`src/psq_pkg.sv`:
```
// Shared types, constants and helper functions for the stepper phase sequencer.
// Used by psq_step, stepper_phase_sequencer and psq_checker; depends on nothing.
`timescale 1ns / 1ps
`default_nettype none

package psq_pkg;

    // Default width of the internal step counter.
    localparam int STEP_COUNT_WIDTH_DEF = 16;

    // Fixed payload widths.
    localparam int ACTION_W = 3;
    localparam int COUNT_IN_W = 16;
    localparam int COUNT_OUT_W = 16;
    localparam int COIL_W = 4;
    localparam int PHASE_W = 3;

    typedef enum logic [2:0] {
        ACT_TICK       = 3'd0,
        ACT_START      = 3'd1,
        ACT_PAUSE_HOLD = 3'd2,
        ACT_PAUSE_FREE = 3'd3,
        ACT_RESUME     = 3'd4,
        ACT_HALT       = 3'd5
    } t_action;

    typedef enum logic [1:0] {
        RUN_READY   = 2'd0,
        RUN_RUNNING = 2'd1,
        RUN_HOLDING = 2'd2,
        RUN_FREE    = 2'd3
    } t_run_state;

    typedef enum logic [1:0] {
        MODE_WAVE    = 2'd0,
        MODE_FULL    = 2'd1,
        MODE_HALF    = 2'd2,
        MODE_INVALID = 2'd3
    } t_step_mode;

    // Sequencer state apart from the step counter and the coil bits.
    typedef struct packed {
        t_run_state         run;
        logic [PHASE_W-1:0] phase;
        t_step_mode         mode;
        logic               dir;
        logic               endless;
    } t_seq_state;

    // Per-request status flags.
    typedef struct packed {
        logic done;
        logic err;
    } t_step_flags;

    localparam logic [COIL_W-1:0] WAVE_TAB [0:3] = '{4'b1000, 4'b0100, 4'b0010, 4'b0001};
    localparam logic [COIL_W-1:0] FULL_TAB [0:3] = '{4'b1001, 4'b1100, 4'b0110, 4'b0011};
    localparam logic [COIL_W-1:0] HALF_TAB [0:7] = '{4'b1000, 4'b1100, 4'b0100, 4'b0110,
                                                      4'b0010, 4'b0011, 4'b0001, 4'b1001};

    // Coil pattern at a table position for the given mode.
    function automatic logic [COIL_W-1:0] coil_entry(t_step_mode mode, logic [PHASE_W-1:0] idx);
        logic [COIL_W-1:0] pat;
        case (mode)
            MODE_HALF: pat = HALF_TAB[idx];
            MODE_FULL: pat = FULL_TAB[idx[1:0]];
            default:   pat = WAVE_TAB[idx[1:0]];
        endcase
        return pat;
    endfunction

    // Index mask: eight entries for half step, four otherwise.
    function automatic logic [PHASE_W-1:0] phase_mask(t_step_mode mode);
        logic [PHASE_W-1:0] m;
        m = (mode == MODE_HALF) ? 3'd7 : 3'd3;
        return m;
    endfunction

    // Next table position, wrapping in either direction.
    function automatic logic [PHASE_W-1:0] next_phase(t_step_mode mode, logic dir,
                                                      logic [PHASE_W-1:0] idx);
        logic [PHASE_W-1:0] moved;
        moved = dir ? (idx - 3'd1) : (idx + 3'd1);
        return moved & phase_mask(mode);
    endfunction

endpackage

`default_nettype wire

```
`src/psq_step.sv`:
```
// Combinational update logic of the stepper phase sequencer: next state, coils and flags.
// Depends on psq_pkg.
`timescale 1ns / 1ps
`default_nettype none

module psq_step #(
    parameter int STEP_COUNT_WIDTH = psq_pkg::STEP_COUNT_WIDTH_DEF
) (
    input  logic [psq_pkg::ACTION_W-1:0]   i_action,
    input  logic [psq_pkg::COUNT_IN_W-1:0] i_step_count,
    input  logic                           i_direction,
    input  logic [1:0]                     i_step_mode,
    input  logic                           i_run_forever,
    input  psq_pkg::t_seq_state            i_cur,
    input  logic [STEP_COUNT_WIDTH-1:0]    i_steps,
    input  logic [psq_pkg::COIL_W-1:0]     i_drive,
    output psq_pkg::t_seq_state            o_nxt,
    output logic [STEP_COUNT_WIDTH-1:0]    o_steps,
    output logic [psq_pkg::COIL_W-1:0]     o_drive,
    output psq_pkg::t_step_flags           o_flags
);

    psq_pkg::t_action    act;
    psq_pkg::t_step_mode req_mode;
    logic                running;
    logic                tick_end;
    logic                tick_step;

    assign act      = psq_pkg::t_action'(i_action);
    assign req_mode = psq_pkg::t_step_mode'(i_step_mode);
    assign running  = (i_cur.run == psq_pkg::RUN_RUNNING);
    // A counted move ends on the tick that finds the counter already at zero.
    assign tick_end  = running && !i_cur.endless && (i_steps == '0);
    assign tick_step = running && !tick_end;

    // Next state.
    always_comb begin
        o_nxt   = i_cur;
        o_steps = i_steps;
        case (act)
            psq_pkg::ACT_TICK: begin
                if (tick_end) begin
                    o_nxt.run = psq_pkg::RUN_READY;
                end else if (tick_step) begin
                    o_nxt.phase = psq_pkg::next_phase(i_cur.mode, i_cur.dir, i_cur.phase);
                    if (!i_cur.endless) begin
                        o_steps = i_steps - STEP_COUNT_WIDTH'(1);
                    end
                end
            end
            psq_pkg::ACT_START: begin
                if (req_mode != psq_pkg::MODE_INVALID) begin
                    o_nxt.mode    = req_mode;
                    o_nxt.dir     = i_direction;
                    o_nxt.endless = i_run_forever;
                    o_steps       = STEP_COUNT_WIDTH'(i_step_count);
                    o_nxt.phase   = i_direction ? psq_pkg::phase_mask(req_mode) : '0;
                    o_nxt.run     = psq_pkg::RUN_RUNNING;
                end
            end
            psq_pkg::ACT_PAUSE_HOLD: begin
                if (i_cur.run != psq_pkg::RUN_READY) begin
                    o_nxt.run = psq_pkg::RUN_HOLDING;
                end
            end
            psq_pkg::ACT_PAUSE_FREE: begin
                if (i_cur.run != psq_pkg::RUN_READY) begin
                    o_nxt.run = psq_pkg::RUN_FREE;
                end
            end
            psq_pkg::ACT_RESUME: begin
                if (i_cur.run == psq_pkg::RUN_HOLDING || i_cur.run == psq_pkg::RUN_FREE) begin
                    o_nxt.run = psq_pkg::RUN_RUNNING;
                end
            end
            psq_pkg::ACT_HALT: begin
                o_nxt.run = psq_pkg::RUN_READY;
            end
            default: begin
                o_nxt = i_cur;
            end
        endcase
    end

    // Coil drive and status flags.
    always_comb begin
        o_drive = i_drive;
        o_flags = '0;
        case (act)
            psq_pkg::ACT_TICK: begin
                if (i_cur.run == psq_pkg::RUN_FREE) begin
                    o_drive = '0;
                end else if (tick_step) begin
                    o_drive = psq_pkg::coil_entry(i_cur.mode, i_cur.phase);
                end
                o_flags.done = tick_end;
            end
            psq_pkg::ACT_START: begin
                o_flags.err = (req_mode == psq_pkg::MODE_INVALID);
            end
            psq_pkg::ACT_PAUSE_FREE: begin
                if (i_cur.run != psq_pkg::RUN_READY) begin
                    o_drive = '0;
                end
            end
            default: begin
                o_drive = i_drive;
            end
        endcase
    end

endmodule

`default_nettype wire

```
`src/stepper_phase_sequencer.sv`:
```
// Top level of the four-coil stepper phase sequencer: request register, state, result register.
// Depends on psq_pkg and psq_step.
`timescale 1ns / 1ps
`default_nettype none

//  Channel  | Handshake                  | Payload
//  ---------+----------------------------+---------------------------------------------
//  request  | i_in_valid / o_in_stall    | i_action, i_step_count, i_direction,
//           |                            | i_step_mode, i_run_forever
//  result   | o_out_valid / i_out_stall  | o_coil_pattern, o_motor_state,
//           |                            | o_steps_remaining, o_move_done, o_command_error
//
// One request is taken every cycle while o_in_stall is low; each yields exactly one result.
// An accepted request waits in the input register; at the next edge with the result register
// free, the state update and the result are captured together. The state loop through
// psq_step is combinational, which sets the one-per-cycle rate while no stall holds the flow.
// Reset (synchronous, active low) empties both registers and returns the motor to ready.
// A stalled result is held, and o_in_stall rises only when both registers are full.

module stepper_phase_sequencer #(
    parameter int STEP_COUNT_WIDTH = psq_pkg::STEP_COUNT_WIDTH_DEF
) (
    input  logic                            i_clk,
    input  logic                            i_rst_n,
    input  logic                            i_in_valid,
    output logic                            o_in_stall,
    input  logic [psq_pkg::ACTION_W-1:0]    i_action,
    input  logic [psq_pkg::COUNT_IN_W-1:0]  i_step_count,
    input  logic                            i_direction,
    input  logic [1:0]                      i_step_mode,
    input  logic                            i_run_forever,
    output logic                            o_out_valid,
    input  logic                            i_out_stall,
    output logic [psq_pkg::COIL_W-1:0]      o_coil_pattern,
    output logic [1:0]                      o_motor_state,
    output logic [psq_pkg::COUNT_OUT_W-1:0] o_steps_remaining,
    output logic                            o_move_done,
    output logic                            o_command_error
);

    // Input register.
    logic                           r_req_valid;
    logic [psq_pkg::ACTION_W-1:0]   r_action;
    logic [psq_pkg::COUNT_IN_W-1:0] r_step_count;
    logic                           r_direction;
    logic [1:0]                     r_step_mode;
    logic                           r_run_forever;

    // Sequencer state.
    psq_pkg::t_seq_state         r_state;
    logic [STEP_COUNT_WIDTH-1:0] r_steps;
    logic [psq_pkg::COIL_W-1:0]  r_drive;

    psq_pkg::t_seq_state         n_state;
    logic [STEP_COUNT_WIDTH-1:0] n_steps;
    logic [psq_pkg::COIL_W-1:0]  n_drive;
    psq_pkg::t_step_flags        n_flags;

    // Result register.
    logic                            r_out_valid;
    logic [psq_pkg::COIL_W-1:0]      r_coil;
    logic [1:0]                      r_motor;
    logic [psq_pkg::COUNT_OUT_W-1:0] r_remaining;
    psq_pkg::t_step_flags            r_flags;

    logic out_free;
    logic req_move;
    logic in_take;

    // The result register can load when it is empty or being drained this cycle.
    assign out_free   = !r_out_valid || !i_out_stall;
    // The held request is executed exactly when it moves into the result register.
    assign req_move   = r_req_valid && out_free;
    assign o_in_stall = r_req_valid && !out_free;
    assign in_take    = i_in_valid && !o_in_stall;

    psq_step #(
        .STEP_COUNT_WIDTH(STEP_COUNT_WIDTH)
    ) u_step (
        .i_action     (r_action),
        .i_step_count (r_step_count),
        .i_direction  (r_direction),
        .i_step_mode  (r_step_mode),
        .i_run_forever(r_run_forever),
        .i_cur        (r_state),
        .i_steps      (r_steps),
        .i_drive      (r_drive),
        .o_nxt        (n_state),
        .o_steps      (n_steps),
        .o_drive      (n_drive),
        .o_flags      (n_flags)
    );

    // Control: valid flags and the sequencer state.
    always_ff @(posedge i_clk) begin
        if (!i_rst_n) begin
            r_req_valid   <= 1'b0;
            r_out_valid   <= 1'b0;
            r_state.run     <= psq_pkg::RUN_READY;
            r_state.phase   <= '0;
            r_state.mode    <= psq_pkg::MODE_WAVE;
            r_state.dir     <= 1'b0;
            r_state.endless <= 1'b0;
            r_steps       <= '0;
            r_drive       <= '0;
        end else begin
            if (in_take) begin
                r_req_valid <= 1'b1;
            end else if (req_move) begin
                r_req_valid <= 1'b0;
            end
            if (out_free) begin
                r_out_valid <= r_req_valid;
            end
            if (req_move) begin
                r_state <= n_state;
                r_steps <= n_steps;
                r_drive <= n_drive;
            end
        end
    end

    // Payload registers.
    always_ff @(posedge i_clk) begin
        if (in_take) begin
            r_action      <= i_action;
            r_step_count  <= i_step_count;
            r_direction   <= i_direction;
            r_step_mode   <= i_step_mode;
            r_run_forever <= i_run_forever;
        end
        if (req_move) begin
            r_coil      <= n_drive;
            r_motor     <= n_state.run;
            r_remaining <= psq_pkg::COUNT_OUT_W'(n_steps);
            r_flags     <= n_flags;
        end
    end

    assign o_out_valid       = r_out_valid;
    assign o_coil_pattern    = r_coil;
    assign o_motor_state     = r_motor;
    assign o_steps_remaining = r_remaining;
    assign o_move_done       = r_flags.done;
    assign o_command_error   = r_flags.err;

endmodule

`default_nettype wire

```
`config.mk`:
```
export PLATFORM = sky130hd
export DESIGN_NAME = stepper_phase_sequencer
export DESIGN_NICKNAME = d
export VERILOG_FILES = /design/src/psq_pkg.sv /design/src/psq_step.sv /design/src/stepper_phase_sequencer.sv
export SDC_FILE = /design/constraint.sdc
export NUM_CORES = 1
export LEC_CHECK = 0
export ABC_AREA = 1
export BUFFER_PORTS_ARGS = -buffer_cell sky130_fd_sc_hd__buf_2
export CORE_MARGIN = 10
export CORE_UTILIZATION = 45
export CTS_BUF_LIST = sky130_fd_sc_hd__clkbuf_4 sky130_fd_sc_hd__clkbuf_8
export DETAILED_ROUTE_END_ITERATION = 10
export PLACE_DENSITY = 0.69
export SLEW_MARGIN = 20
export SYNTH_ARGS = -nofsm -noshare
export SYNTH_HDL_FRONTEND = slang
export SYNTH_SLANG_ARGS = --single-unit
```
`constraint.sdc`:
```
create_clock -name i_clk -period 1.6 [get_ports i_clk]
set_input_delay 0.32 -clock i_clk [delete_from_list [all_inputs] [get_ports i_clk]]
set_output_delay 0.32 -clock i_clk [all_outputs]
set_load 0.01 [all_outputs]
```
After elaboration in Yosys (flattened, before gate mapping)
Memory sizes are Yosys's and may differ from the RTL's.
Cells that the tools add are included.
{"block": "word_totals", "out_inout_bits": 26, "input_bits": 27, "rom_bits": 32, "register_bits": 78, "elab_cells": 98, "memories": 1}
{"name": "(name not given)", "words": 8, "width": 4, "rd": 1, "rd_clocked_by_memory_dff": 0, "wr": 0, "line": "psq_pkg.sv:65", "source": "MODE_HALF: pat = HALF_TAB[idx];"}
{"block": "classes", "n_mux": 33, "n_reduce_logical": 21, "eq_ne": 16, "addsub": 3, "n_bitwise": 3, "n_lt_le_gt_ge": 2}
{"cell": "$mux 16", "count": 4}
{"cell": "$mux 4", "count": 9}
{"cell": "$pmux 16 s2", "count": 1}
{"cell": "$mux 3", "count": 6}
{"cell": "$bmux 4 s2", "count": 2}
{"cell": "$logic_not 16->1", "count": 1}
{"cell": "$pmux 4 s2", "count": 2}
{"cell": "$sub 16x1->16 const B", "count": 1}
{"cell": "$pmux 2 s6", "count": 1}
{"cell": "$eq 2x2->1 const B", "count": 5}
{"cell": "$mux 9", "count": 1}
{"cell": "$mux 2", "count": 4}
{"cell": "$eq 3x2->1 const B", "count": 2}
{"cell": "$eq 3x3->1 const B", "count": 2}
{"cell": "$logic_and 1x1->1", "count": 6}
{"cell": "$logic_not 1->1", "count": 6}
{"cell": "$pmux 3 s2", "count": 1}
{"cell": "$reduce_bool 2->1", "count": 3}
{"cell": "$reduce_and 5->1", "count": 1}
{"cell": "$eq 2x1->1 const B", "count": 2}
{"cell": "$ge 4x4->1 const B", "count": 1}
{"cell": "$ne 2x1->1 const B", "count": 2}
{"cell": "$ne 2x2->1 const B", "count": 2}
{"cell": "$not 3->4", "count": 1}
{"cell": "10 further kinds", "count": 12}

Depth between registers and ports, before layout
{"block": "logic_depth", "word_depth": 8, "mapped_depth": 14, "depth_no_buf": 14}

Hierarchy
Synthesis repeated with hierarchy kept, for this count alone.
{"block": "unflattened", "cells_unflattened": 569, "area_unflattened_um2": 4371.7}
{"module": "stepper_phase_sequencer", "area_per_inst_um2": 2820.2, "cells_each": 250, "seq_area_each_um2": 2031.9, "n_inst": 1}
{"module": "psq_step", "area_per_inst_um2": 1551.5, "cells_each": 319, "seq_area_each_um2": 0.0, "n_inst": 1}

Worst setup path after synthesis
Ideal clock, no wire load.
{"block": "synth_path", "path_kind": "reg2reg", "from": "reg r_steps[0]", "to": "reg r_remaining (netlist bit o_steps_remaining[12]) (data pin)", "setup_ns": 0.259, "path_slack_ns": -0.070, "arrival_ns": 1.411, "n_path_buf": 1, "path_stages_with_launch": 13, "required_ns": 1.341, "synth_period_minus_slack_ns": 1.670, "path_cell_list": "dfxtp_1 inv_1 ha_1 nand3_1 nor2_2 nand3_4 nand2_4 inv_4 buf_6 nand3_2 nand2_1 nand2_1 nand2_1"}
{"block": "synth_via", "elab_chain_cells": 7, "elab_cells_between_ends": 9, "cone_classes": "1 x add/sub; 4 x mux; 4 x reduce/logical"}
{"element": "start, declared", "line": "stepper_phase_sequencer.sv:51", "source": "logic [STEP_COUNT_WIDTH-1:0] r_steps;"}
{"element": "start signal, assigned", "line": "stepper_phase_sequencer.sv:117", "source": "r_steps <= n_steps;"}
{"element": "branches (longest 5 deep; another with $sub 16x1->16)"}
{"element": "$mux 16 *", "line": "psq_step.sv:42", "source": "if (tick_end) begin"}
{"element": "$pmux 16 s2 *", "line": "psq_step.sv:40", "source": "case (act)"}
{"element": "net n_steps[12]", "line": "stepper_phase_sequencer.sv:55", "source": "logic [STEP_COUNT_WIDTH-1:0] n_steps;"}
{"element": "end signal, assigned", "line": "stepper_phase_sequencer.sv:135", "source": "r_remaining <= psq_pkg::COUNT_OUT_W'(n_steps);"}
{"element": "end, declared", "line": "stepper_phase_sequencer.sv:63", "source": "logic [psq_pkg::COUNT_OUT_W-1:0] r_remaining;"}
Mark *: on every way through the listed nets, which the timed path passes.
A chain may end at the register's enable or synchronous reset.

Worst setup path after layout
{"block": "layout_path", "from": "reg r_steps[1]", "to": "reg r_steps[9]"}
{"block": "layout_via", "elab_chain_cells": 7, "elab_cells_between_ends": 9, "cone_classes": "1 x add/sub; 4 x mux; 4 x reduce/logical"}
{"element": "branches (longest 5 deep; another with $sub 16x1->16)"}
{"element": "$mux 16 *", "line": "psq_step.sv:42"}
{"element": "$pmux 16 s2 *", "line": "psq_step.sv:40"}
{"element": "net n_steps[9]", "line": "stepper_phase_sequencer.sv:55"}
Marks and branches as above.

==> metrics.md <==
| Metric | Value |
|---|---|
| Net Sw Power | `1.44 mW` |
| CP endpoint kind | `register` |
| Post-synth EDFFs | `47` |
| Max Clock Skew | `12.4 ps` |
| Async SR Flop Fraction | `0%` |
| CTS Buf Count | `9` |
| Worst Hold Class | `primary input to register` |
| Met2 Routed Length | `5.36 mm` |
| Core Region | `between 0.008 and 0.009 sq mm` |
| Vias in the first global route | `3612` |
| VDD IR max | `roughly 0.00049 V` |
| Buf/Inv on CP | `3` |
| Synth warn | `0` |
| Critical Path AT | `~1900 ps` |
| Vias/cell | `between 5 and 6` |
| Vias | `3646` |
| Fin worst setup slack | `-35.9 ps` |
| RePlAce Congestion | `0.869` |
| Global-route wire length before repair | `16.8 mm` |
| Detailed Routing Iterations Pass 1 | `5` |
| Mapped Cells | `469` |
| Detailed Place HPWL | `7.21 mm` |
| Max Fclk | `611 MHz` |
| Clock Path Buffers | `2` |
| Grt total ovfl | `0` |
| Critical path required time | `between 1500 and 2000 ps` |
| Top Metal Used | `met4` |
| Violated checks | `negative setup slack` |
| Clock network fraction of design power | `a little under a third` |
| Syn nets | `506` |
| Cell family with most CP delay | `simple AND/OR/NAND/NOR gates` |
| CTS Sinks | `between 70 and 80` |
| Slew Limit Headroom | `76.5%` |
| Row cnt | `34` |
| N_diodes | `0` |
| Critical path cell sequence | `buf_6, nor2_4, nand4_1, nor2_2, inv_1, nor2_2, nand2_1, nand3_1, nand2_1, o21ai_1, inv_1` |
| Mapped cell area | `0.00405 sq mm` |
| # fillers | `681` |
| Total track usage | `15.9%` |
| Synthesized flop and latch total | `78` |
| Die H | `115 um` |
| Crit path kind | `register to register` |
| Initial Util | `46.4%` |
| Final setup TNS | `-189 ps` |
| Iteration-0 DRC Markers | `182` |
| Crit-path max FO | `3` |
| Die X | `roughly 110 um` |
| Status | `finished with violations` |
| DR WL met3 | `~800 um` |
| H-tree depth | `3` |
| Clk Latency, worst-skew pair | `360 ps` |
| Number of I/O port buffers | `52` |
| Slew at the pin with the worst max-slew slack | `353 ps` |
| Wire per inst | `15.8 um` |
| Gate power share | `22.2%` |
| Synth Flop Type | `edfxtp_1` |
| Die area | `~0.013 sq mm` |
| Distinct cells, synth | `43` |
| CTS tree | `built` |
| CP Launch Type | `register` |
| Slowest-stage cell, CP | `dfxtp_2` |
| Layout cells sized above 1 | `40.6%` |
| Root buffer cell | `clkbuf_8` |
| Post-synthesis sequential area ratio | `about 50%` |
| Syn Area/Cell | `8.63 sq um` |
| Sequential power share | `47.4%` |
| DRT antenna net count | `0` |
| Switch share | `29.1%` |
| Overall power | `approximately 5.0 mW` |
| Static leakage power | `2.52 nW` |
| Power density over cell area | `893 mW/mm^2` |
| Reg clk slew, reported paths | `80 ps` |
| Initial antenna violation count | `0` |
| Final setup violation count | `11` |
| Unrepaired setup endpoints after global routing | `yes` |
| I/O pins | `53` |
| Fin. Hold Viols | `0` |
| Post-Route M1 WL | `4.52 mm` |
| Layout area overhead | `37.2%` |
| Crit path largest cell delay | `about 350 ps` |
| Min Tclk post-route | `1640 ps` |
| Period Utilization, post-route | `102%` |
| Internal cell power | `3.51 mW` |
| Drc violations | `0` |
| Max_cap viols | `0` |
| Final Routed Wirelength | `11.0 mm` |
| Largest net degree at the start of global routing | `25` |
| Slew Viols, Final | `0` |
| Nets | `620` |
## path summary, 6_finish.rpt
path	start	depth (start not counted)	slack, ps	end
worst max-delay path	r_steps[1]$_SDFFE_PN0P_	11	-40	r_steps[9]$_SDFFE_PN0P_
worst min-delay path	i_step_count[4]	1	130	r_step_count[4]$_DFFE_PP_
worst max register to register	r_steps[1]$_SDFFE_PN0P_	11	-40	r_steps[9]$_SDFFE_PN0P_
worst min register to register	r_state[3]$_SDFFE_PN0P_	2	510	r_state[3]$_SDFFE_PN0P_
## stage by stage
step	instance area (sq um)	setup WS (ps)	hold WS (ps)	instances	utilization [%]
finish	5550	-35.9	131	696	63.7
global route	5550	-134	113	696	63.7
CTS	5210	-30.9	123	691	59.7
detailed placement	4840	-94.2	467	668	55.5
global placement	4840	-79.7	463	668	55.5
floorplan	4050	0.241	419	469	-
## cell type report
class                      instances  area [sq um]  share of cell area (%)
inverter                          72           288                    5.18
timing repair inverter             1          8.76                   0.158
clock inverter                     4          47.5                   0.856
timing repair buffer             111           801                    14.4
tap                              108           135                    2.43
multi-input combinational        310          2070                    37.4
sequential                        78          2050                    36.9
clock buffer                      12           153                    2.75
## logic make-up after synthesis
kind of cell	share of synthesized area, %
compound gates	11.6
xor+xnor	1.51
flops	50.2
fa+ha+maj	3.28
buf+inv	8.07
simple gates	25.4
## placed cells by master (no fill, tap or decap), drive strengths merged
cell	Yosys	routed
or2	1	1
nand4	4	4
clkbuf	4	12
a221oi	1	1
nor3	3	3
fa	1	1
edfxtp	47	47
nand2	107	108
and3	1	1
nor2	62	62
clkinv	1	2
xnor2	2	2
xor2	5	5
o221ai	1	1
a31oi	1	1
clkinvlp	0	1
nand3	38	38
inv	71	73
and2	1	1
o21ai	25	25
a21oi	25	25
o22ai	3	3
o211ai	4	4
a211oi	2	2
ha	9	9
bufinv	0	1
a22oi	13	13
buf	6	111
dfxtp	31	31
## synth_stat cells, types with 2 or more instances
master,count,share of area [%]
buf_2,4,0.49
o22ai_1,3,0.46
xor2_1,5,1.1
nand3_2,6,1.5
nand2_1,99,9.2
nor2_1,51,4.7
o21ai_2,3,0.65
xnor2_1,2,0.43
nand3_1,31,3.8
inv_1,63,5.8
nor2_4,4,1.1
o21ai_1,12,1.5
nor2_2,6,0.93
o211ai_2,2,0.62
nand4_1,3,0.46
o211ai_1,2,0.37
edfxtp_1,47,35
a21oi_1,24,3.0
clkbuf_1,4,0.37
a22oi_1,13,2.4
nor3_1,3,0.37
dfxtp_1,31,15
nand2_2,5,0.77
o21ai_0,10,1.2
ha_1,9,2.8
nand2_4,3,0.83
inv_2,7,0.65
a211oi_1,2,0.37
## state kept, by name (all words and copies together) (netlist names), 2 cells and up
signal	flops
o_steps_remaining	16
r_step_count	16
o_motor_state	2
r_action	3
r_step_mode	2
r_drive	4
r_state	9
o_coil_pattern	4
r_steps	16
## power by group through the flow
| stage | sequential (mW) | combinational, mW | clock (mW) |
|---|---|---|---|
| 3_3_place_gp | 2.37 | 0.841 | 0 |
| 3_5_place_dp | 2.37 | 0.863 | 0 |
| 5_1_grt | 2.36 | 1.20 | 1.64 |
| 2_1_floorplan | 2.39 | 0.512 | 0 |
| 6_report | 2.35 | 1.10 | 1.51 |
| 4_1_cts | 2.33 | 0.937 | 1.53 |
## per-layer routing
| layer | GRT usage [%] | up-vias |
|---|---|---|
| li1 | - | 1776 |
| met1 | 19.0 | 1695 |
| met2 | 26.5 | 143 |
| met3 | 4.38 | 32 |
| met4 | 6.02 | 0 |
| met5 | 0 | - |
## timing repair
item / 4_1_cts / 5_1_grt
setup endpoints to repair: 41 / 50
gates resized for setup: 30 / 80
cloned: 2 / 0
hold buffers: 0 / 0
buffers inserted: 5 / 6
pin swaps: 13 / 27
(Power assumes the default switching activity.)
